## src/rtl/rsdm_pkg.sv

```systemverilog
`timescale 1ns / 1ps

package rsdm_pkg;

  localparam int unsigned MaxPattern = 32;
  localparam int unsigned LenW       = 6;
  localparam int unsigned ByteW      = 8;
  localparam int unsigned WordW      = 64;
  localparam int unsigned PatWords   = 4;
  localparam int unsigned CfgIdxW    = 3;

  localparam logic [ByteW-1:0] StarByte = 8'h2A;
  localparam logic [ByteW-1:0] DotByte  = 8'h2E;

  typedef enum logic [CfgIdxW-1:0] {
    CfgPatternLength  = 3'd0,
    CfgPatternBytes0  = 3'd1,
    CfgPatternBytes1  = 3'd2,
    CfgPatternBytes2  = 3'd3,
    CfgPatternBytes3  = 3'd4
  } cfg_idx_e;

  // Per-transaction control broadcast to every cell
  typedef struct packed {
    logic             take;
    logic             restart;
    logic             empty;
    logic [ByteW-1:0] ch;
  } rsdm_step_t;

endpackage

```

## src/rtl/rsdm_if.sv

```systemverilog
`timescale 1ns / 1ps

interface rsdm_in_if;
  logic       valid;
  logic       ready;
  logic [7:0] text_byte;
  logic       first_of_text;
  logic       empty_text;

  modport source (output valid, text_byte, first_of_text, empty_text, input ready);
  modport sink   (input valid, text_byte, first_of_text, empty_text, output ready);
endinterface

interface rsdm_out_if;
  logic valid;
  logic ready;
  logic matched;

  modport source (output valid, matched, input ready);
  modport sink   (input valid, matched, output ready);
endinterface

interface rsdm_cfg_if;
  logic        valid;
  logic        ready;
  logic [2:0]  index;
  logic [63:0] data;

  modport source (output valid, index, data, input ready);
  modport sink   (input valid, index, data, output ready);
endinterface

```

## src/rtl/rsdm_cell.sv

```systemverilog
`timescale 1ns / 1ps

module rsdm_cell
  import rsdm_pkg::*;
(
  input  logic             clk_i,
  input  logic             rst_ni,
  input  rsdm_step_t       step_i,
  input  logic             en_i,
  input  logic             star_ok_i,
  input  logic [ByteW-1:0] pat_i,
  input  logic [ByteW-1:0] pat_prev_i,
  input  logic             old_prev_i,
  input  logic             adv_prev2_i,
  input  logic             emp_prev2_i,
  output logic             old_o,
  output logic             adv_o,
  output logic             emp_o,
  output logic             nxt_o
);

  logic row_q, row_d;
  logic is_star, hit_cur, hit_prev, adv;

  assign is_star  = (pat_i == StarByte);
  assign hit_cur  = (pat_i == step_i.ch) || (pat_i == DotByte);
  assign hit_prev = (pat_prev_i == step_i.ch) || (pat_prev_i == DotByte);

  // Empty-string row: a star copies the bit two positions back
  assign emp_o = en_i & star_ok_i & is_star & emp_prev2_i;
  assign old_o = step_i.restart ? emp_o : row_q;

  // Star: skip the element pair, or repeat it; literal: extend the prefix
  assign adv   = is_star ? (star_ok_i & (adv_prev2_i | (old_o & hit_prev)))
                         : (old_prev_i & hit_cur);
  assign adv_o = en_i & adv;
  assign nxt_o = step_i.empty ? emp_o : adv_o;

  assign row_d = step_i.take ? nxt_o : row_q;

  always_ff @(posedge clk_i or negedge rst_ni) begin
    if (!rst_ni) begin
      row_q <= 1'b0;
    end else begin
      row_q <= row_d;
    end
  end

endmodule

```

## src/rtl/regex_star_dot_matcher.sv

```systemverilog
`timescale 1ns / 1ps

// Streaming matcher for patterns of literal bytes, '.' and 'x*'.
// Load the pattern through cfg_i: index 0 sets the length, indices 1..4
// set pattern bytes 0..31, eight per write, lowest byte first. Write only
// while no result is pending. cfg_i never stalls.
// Each in_i transaction carries one text byte; first_of_text restarts the
// match for a new string, empty_text reports the empty-string match and
// consumes no byte. Every transaction gives exactly one out_o result:
// matched is set when the text since the last restart matches the whole
// pattern.
// The result is registered: out_o.valid rises in the cycle after acceptance.
// One transaction is accepted per cycle unless out_o stalls: a row of cells,
// one per pattern position, updates all prefix-match bits in the same cycle,
// with star positions rippling their bit two cells forward.
// A one-entry output register holds the result while out_o.ready is low;
// in_i stays ready as long as that register empties in the same cycle.
// Reset clears the pattern and leaves the row with only the empty prefix
// matched.
module regex_star_dot_matcher
  import rsdm_pkg::*;
#(
  parameter int unsigned MAX_PATTERN = MaxPattern
) (
  input  logic        clk_i,
  input  logic        rst_ni,
  rsdm_cfg_if.sink    cfg_i,
  rsdm_in_if.sink     in_i,
  rsdm_out_if.source  out_o
);

  localparam int unsigned IdxW = $clog2(MAX_PATTERN + 1);
  localparam logic [LenW-1:0] MaxLen = LenW'(MAX_PATTERN);

  logic [LenW-1:0]                len_q, len_d;
  logic [PatWords-1:0][WordW-1:0] pat_q, pat_d;
  logic [PatWords*WordW-1:0]      pat_flat;
  logic [LenW-1:0]                len_used;

  logic                           row0_q, row0_d;
  logic                           out_valid_q, out_valid_d;
  logic                           matched_q, matched_d;

  rsdm_step_t                     step;
  logic [MAX_PATTERN:0]           old_row, adv_row, emp_row, nxt_row;
  logic                           cfg_take;

  // Configuration registers
  assign cfg_i.ready = 1'b1;
  assign cfg_take    = cfg_i.valid;

  always_comb begin
    len_d = len_q;
    pat_d = pat_q;
    if (cfg_take) begin
      unique case (cfg_idx_e'(cfg_i.index))
        CfgPatternLength: len_d    = cfg_i.data[LenW-1:0];
        CfgPatternBytes0: pat_d[0] = cfg_i.data;
        CfgPatternBytes1: pat_d[1] = cfg_i.data;
        CfgPatternBytes2: pat_d[2] = cfg_i.data;
        CfgPatternBytes3: pat_d[3] = cfg_i.data;
        default: ;
      endcase
    end
  end

  assign pat_flat = pat_q;
  assign len_used = (len_q > MaxLen) ? MaxLen : len_q;

  // Input handshake and step control
  assign in_i.ready   = !out_valid_q || out_o.ready;
  assign step.take    = in_i.valid && in_i.ready;
  assign step.restart = in_i.first_of_text || in_i.empty_text;
  assign step.empty   = in_i.empty_text;
  assign step.ch      = in_i.text_byte;

  // Position zero: the empty prefix
  assign emp_row[0] = 1'b1;
  assign old_row[0] = step.restart ? 1'b1 : row0_q;
  assign adv_row[0] = 1'b0;
  assign nxt_row[0] = step.empty;
  assign row0_d     = step.take ? nxt_row[0] : row0_q;

  for (genvar j = 1; j <= MAX_PATTERN; j++) begin : g_cell
    logic             en;
    logic [ByteW-1:0] pat_prev;
    logic             adv_prev2, emp_prev2;

    assign en = (len_used >= LenW'(j));

    if (j >= 2) begin : g_inner
      assign pat_prev  = pat_flat[(j-2)*ByteW +: ByteW];
      assign adv_prev2 = adv_row[j-2];
      assign emp_prev2 = emp_row[j-2];
    end else begin : g_first
      assign pat_prev  = pat_flat[0 +: ByteW];
      assign adv_prev2 = 1'b0;
      assign emp_prev2 = 1'b0;
    end

    rsdm_cell u_cell (
      .clk_i       (clk_i),
      .rst_ni      (rst_ni),
      .step_i      (step),
      .en_i        (en),
      .star_ok_i   (j >= 2),
      .pat_i       (pat_flat[(j-1)*ByteW +: ByteW]),
      .pat_prev_i  (pat_prev),
      .old_prev_i  (old_row[j-1]),
      .adv_prev2_i (adv_prev2),
      .emp_prev2_i (emp_prev2),
      .old_o       (old_row[j]),
      .adv_o       (adv_row[j]),
      .emp_o       (emp_row[j]),
      .nxt_o       (nxt_row[j])
    );
  end

  // Output register: load on a new transaction, hold while stalled
  assign out_valid_d = step.take || (out_valid_q && !out_o.ready);
  assign matched_d   = step.take ? nxt_row[len_used[IdxW-1:0]] : matched_q;

  assign out_o.valid   = out_valid_q;
  assign out_o.matched = matched_q;

  always_ff @(posedge clk_i or negedge rst_ni) begin
    if (!rst_ni) begin
      len_q       <= '0;
      pat_q       <= '0;
      row0_q      <= 1'b1;
      out_valid_q <= 1'b0;
      matched_q   <= 1'b0;
    end else begin
      len_q       <= len_d;
      pat_q       <= pat_d;
      row0_q      <= row0_d;
      out_valid_q <= out_valid_d;
      matched_q   <= matched_d;
    end
  end

`ifndef SYNTHESIS
  a_take_gives_result: assert property (@(posedge clk_i) disable iff (!rst_ni)
    step.take |=> out_o.valid)
    else $error("accepted transaction produced no result");

  a_stall_holds_result: assert property (@(posedge clk_i) disable iff (!rst_ni)
    out_o.valid && !out_o.ready && !step.take |=> out_o.valid && $stable(out_o.matched))
    else $error("stalled result changed");

  a_byte_clears_prefix0: assert property (@(posedge clk_i) disable iff (!rst_ni)
    step.take && !step.empty |=> !row0_q)
    else $error("empty prefix still set after a consumed byte");

  a_zero_length: assert property (@(posedge clk_i) disable iff (!rst_ni)
    step.take && (len_used == '0) |=> out_o.matched == $past(in_i.empty_text))
    else $error("zero-length pattern result wrong");
`endif

endmodule

```

## src/flat_wrapper.sv

```systemverilog
// flat-port wrapper written by rule: the top's interface ports become plain ports
module regex_star_dot_matcher_flat import rsdm_pkg::*;
#(
  parameter int unsigned MAX_PATTERN = MaxPattern
)
  (clk_i, rst_ni, cfg_i_valid, cfg_i_index, cfg_i_data, cfg_i_ready, in_i_valid, in_i_text_byte, in_i_first_of_text, in_i_empty_text, in_i_ready, out_o_valid, out_o_matched, out_o_ready);
  rsdm_cfg_if cfg_i_i ();
  rsdm_in_if in_i_i ();
  rsdm_out_if out_o_i ();
  input  logic clk_i;
  input  logic rst_ni;
  input wire logic [$bits(cfg_i_i.valid)-1:0] cfg_i_valid;
  input wire logic [$bits(cfg_i_i.index)-1:0] cfg_i_index;
  input wire logic [$bits(cfg_i_i.data)-1:0] cfg_i_data;
  output wire logic [$bits(cfg_i_i.ready)-1:0] cfg_i_ready;
  input wire logic [$bits(in_i_i.valid)-1:0] in_i_valid;
  input wire logic [$bits(in_i_i.text_byte)-1:0] in_i_text_byte;
  input wire logic [$bits(in_i_i.first_of_text)-1:0] in_i_first_of_text;
  input wire logic [$bits(in_i_i.empty_text)-1:0] in_i_empty_text;
  output wire logic [$bits(in_i_i.ready)-1:0] in_i_ready;
  output wire logic [$bits(out_o_i.valid)-1:0] out_o_valid;
  output wire logic [$bits(out_o_i.matched)-1:0] out_o_matched;
  input wire logic [$bits(out_o_i.ready)-1:0] out_o_ready;
  assign cfg_i_i.valid = cfg_i_valid;
  assign cfg_i_i.index = cfg_i_index;
  assign cfg_i_i.data = cfg_i_data;
  assign cfg_i_ready = cfg_i_i.ready;
  assign in_i_i.valid = in_i_valid;
  assign in_i_i.text_byte = in_i_text_byte;
  assign in_i_i.first_of_text = in_i_first_of_text;
  assign in_i_i.empty_text = in_i_empty_text;
  assign in_i_ready = in_i_i.ready;
  assign out_o_valid = out_o_i.valid;
  assign out_o_matched = out_o_i.matched;
  assign out_o_i.ready = out_o_ready;
  regex_star_dot_matcher #(.MAX_PATTERN(MAX_PATTERN)) u_core (.clk_i(clk_i), .rst_ni(rst_ni), .cfg_i(cfg_i_i), .in_i(in_i_i), .out_o(out_o_i));
endmodule
```

## config.mk

```make
export PLATFORM = sky130hd
export DESIGN_NAME = regex_star_dot_matcher_flat
export DESIGN_NICKNAME = d
export VERILOG_FILES = /design/src/rtl/rsdm_pkg.sv /design/src/rtl/rsdm_if.sv /design/src/rtl/rsdm_cell.sv /design/src/rtl/regex_star_dot_matcher.sv /design/src/flat_wrapper.sv
export SDC_FILE = /design/constraint.sdc
export NUM_CORES = 1
export LEC_CHECK = 0
export ABC_AREA = 1
export BUFFER_PORTS_ARGS = -buffer_cell sky130_fd_sc_hd__buf_4
export CAP_MARGIN = 20
export CORE_ASPECT_RATIO = 1.4
export CORE_MARGIN = 1.5
export CORE_UTILIZATION = 60
export DETAILED_ROUTE_END_ITERATION = 6
export PLACE_DENSITY = 0.78
export SYNTH_ARGS = -nofsm -noshare
export SYNTH_HDL_FRONTEND = slang
export SYNTH_SLANG_ARGS = --single-unit
```

## constraint.sdc

```tcl
create_clock -name clk_i -period 3.97 [get_ports clk_i]
set_clock_uncertainty 0.2 [all_clocks]
set_input_delay 0.794 -clock clk_i [delete_from_list [all_inputs] [get_ports clk_i]]
set_output_delay 0.794 -clock clk_i [all_outputs]
set_load 0.05 [all_outputs]
```

==> flow_summary.ini <==
[status]
status = finished with violations
violations = DRC, setup timing

[sta]
finalWorstSetupSlack_ps = -186
worst_pin_slew_ps = 1130
fin_crit_ps = 4160
rsz0062_at_grt = true
slew_headroom = 0.242
finalSetupViolCount = 2
period_share = 1.05
hold_viol = 0
slew_viol_final = 0
clock.fmax_mhz = 241

[global_route]
grt_remaining_overflow = 0
antenna_found_initial = 0
grt_start_max_net_pins = 129
grt_pass1_vias = 17100
grt.total_usage = 0.408
grt_pass1_wl_um = 94100

[route]
wl_per_cell_um = 20.5
drt-total-wl_um = 61000
drtIter0Drc = 1477
first_pass_iters = 7
vias = 17600
drc = 8
ant_nets = 0
avgViaCountPerCell = 5.90

[clocking]
htreeDepth = 1
clk_path_buf_depth = 3
clk_latency_ps = 590
tritoncts = done
cts_hold_buf = 0
cts_sinks = 297
numCtsBuffers = 30
clockRootBuffer = clkbuf_16
clk_pin_slew_ps = 60

[cells_and_area]
nFillCells = 2106
final_common_cell = nand2_1
drive_above_1_share = 0.222
seq_area_sq_um = 7430
multi_input_area_sq_um = 8900
layout_common_cells = nand2_1, buf_4, o21ai_0, dfrtp_1, inv_1
num_antenna_cells = 0
fin_cells = 2977
syn2layout_area_growth_pct = 25.1
layout.nets = 2660
fin_util = 0.765

[logic_synthesis]
ys_ff_latch = 297
synth_cell_type_count = 58
yosysTopAreaCell = dfrtp_1
syn_area_per_cell_sq_um = 7.62
syn_nets = 2371
synth_top_cell_area_share = 0.425
ys_seq_area_frac = 0.426
synth-main-ff-cell = dfrtp_1
synth.cell_area_sq_um = 17400
ys_warn_count = 0
async_flop_share = 1.00
synthCells = 2289
synthTopCellsByArea = dfrtp_1, nand2_1, o21ai_0, xnor2_1, inv_1
synth_edf_count = 0

[place]
gp_congestion = 1.05
io_buffers = 84
dp.final_hpwl_um = 44900
place_inst = 2897

[die]
num_rows = 73
die_w_um = 147
core_area_sq_um = 28500
die_area_sq_um = 30100
die_h_um = 205
floorplan.initialDensity = 0.612
pin_count = 86

[worst_setup_path]
slowest_delay_ps = 480
worstPathArrival_ps = 4480
required_ps = 4290
startpoint_type = flop
crit_fanout = 5
path_class = reg -> reg
slowest_stage = dfrtp_2
critPathMostFrequentCell = nand2_2
end_kind = flop

[power]
seq_power_share = 0.416
pwr-share-comb = 0.263
leakagePower_nw = 10.3
switching_share = 0.334
switchingPower_mw = 3.31
p_int_mw = 6.58
pwr-share-clk = 0.321
p_per_area_nw_per_um2 = 453
peakVddDrop_mv = 0.412

[job]
max_cap_viol_count = 0

[worst_hold_path]
hp-class = in -> async
## flip-flops by register name (all words and copies together), names as in the netlist
signal / count
u_core.len_q: 6
u_core.row0_q: 1
u_core.g_cell.pat_prev: 248
u_core.g_cell.u_cell.row_q: 32
u_core.out_o.valid: 1
u_core.pat_flat: 8
u_core.out_o.matched: 1
## area by class of cell
type / count / share of cell area
clock buffers: 37 / 0.0379
well taps: 375 / 0.0215
multi-input cells: 1623 / 0.408
inverters: 255 / 0.0441
flip-flops and latches: 297 / 0.341
clock inverters: 19 / 0.0129
repair buffers: 371 / 0.135
## synthesized netlist by cell type, types with 3 or more instances
library cell and n:
nand4_1 89, o21ai_2 5, nand3_1 65, nand2_1 598, or2_2 19, dfrtp_1 296, mux2i_1 6, a21boi_0 5
clkbuf_1 72, and3_1 6, xor2_1 30, inv_1 239, buf_4 4, a221oi_1 3, buf_1 11, inv_2 14
a21oi_1 57, a31oi_1 20, o21ai_0 298, nor4_1 26, o41ai_1 15, a21oi_2 7, o211ai_1 4, nand3b_1 9
o2111ai_1 3, nor3_1 21, xnor2_1 163, nor2_4 7, o31ai_1 5, nor2_2 5, nor2_1 110, nand2_2 17
buf_2 26
## per-stage QoR
| stage | hold WS [ps] | power (mW) | setup slack, ps | area [sq um] | setup TNS, ps |
|---|---|---|---|---|---|
| after floorplan | 246 | 5.48 | 45.3 | 17400 | 0 |
| after global placement | 266 | 6.49 | -465 | 20200 | -1130 |
| after detailed placement | 273 | 6.59 | -561 | 20200 | -1940 |
| after CTS | 38.2 | 9.79 | -174 | 21500 | -315 |
| after global routing | 59.6 | 10.3 | -464 | 21800 | -1630 |
| final | 2.93 | 9.89 | -186 | 21800 | -300 |
## worst max-delay path: cells and delay by family (launching register included)
kind | cells | cell delay, ps
and+or+nand+nor | 29 | 2090
AOI/OAI and AO/OA | 5 | 830
DFF | 1 | 480
buffers and inverters | 5 | 480
## worst paths after layout
path,startpoint,to,slack [ps],depth (start not counted)
worst max-delay path,u_core.len_q[5],u_core.out_o.matched,-190,39
worst min-delay path,rst_ni,u_core.g_cell[27].pat_prev[0],3,1
worst max register to register,u_core.len_q[5],u_core.out_o.matched,-190,39
worst min register to register,u_core.g_cell[12].u_cell.row_q,u_core.g_cell[12].u_cell.row_q,290,2
max in group asynchronous,rst_ni,u_core.g_cell[13].pat_prev[6],2580,2
min in group clk_i,in_i_valid,u_core.out_o.valid,220,3
## timing repair
item	4_1_cts	5_1_grt
buffers inserted	7	17
setup endpoints to repair	5	10
gates resized for setup	29	62
pin swaps	16	29
## logic make-up after synthesis
kind of cell    synth area share
compound gates             0.139
other cells             0.000215
buf+inv                   0.0827
simple gates               0.250
flops                      0.426
mux                      0.00474
xor+xnor                  0.0970
## power groups by stage
stage	registers (mW)	clock network, mW	logic (mW)
2_1_floorplan	4.02	0	1.46
3_3_place_gp	4.10	0	2.39
3_5_place_dp	4.12	0	2.46
4_1_cts	4.08	3.18	2.52
5_1_grt	4.16	3.31	2.85
6_report	4.11	3.18	2.60
## per-layer routing
metal / global-route usage / share of wire / vias up
met1: 0.491 / 0.37 / 8427
met5: 0 / 0 / -
met2: 0.678 / 0.48 / 846
met3: 0.0731 / 0.090 / 250
li1: - / - / 8049
met4: 0.253 / 0.067 / 0
Power figures use the tool's default switching activity.
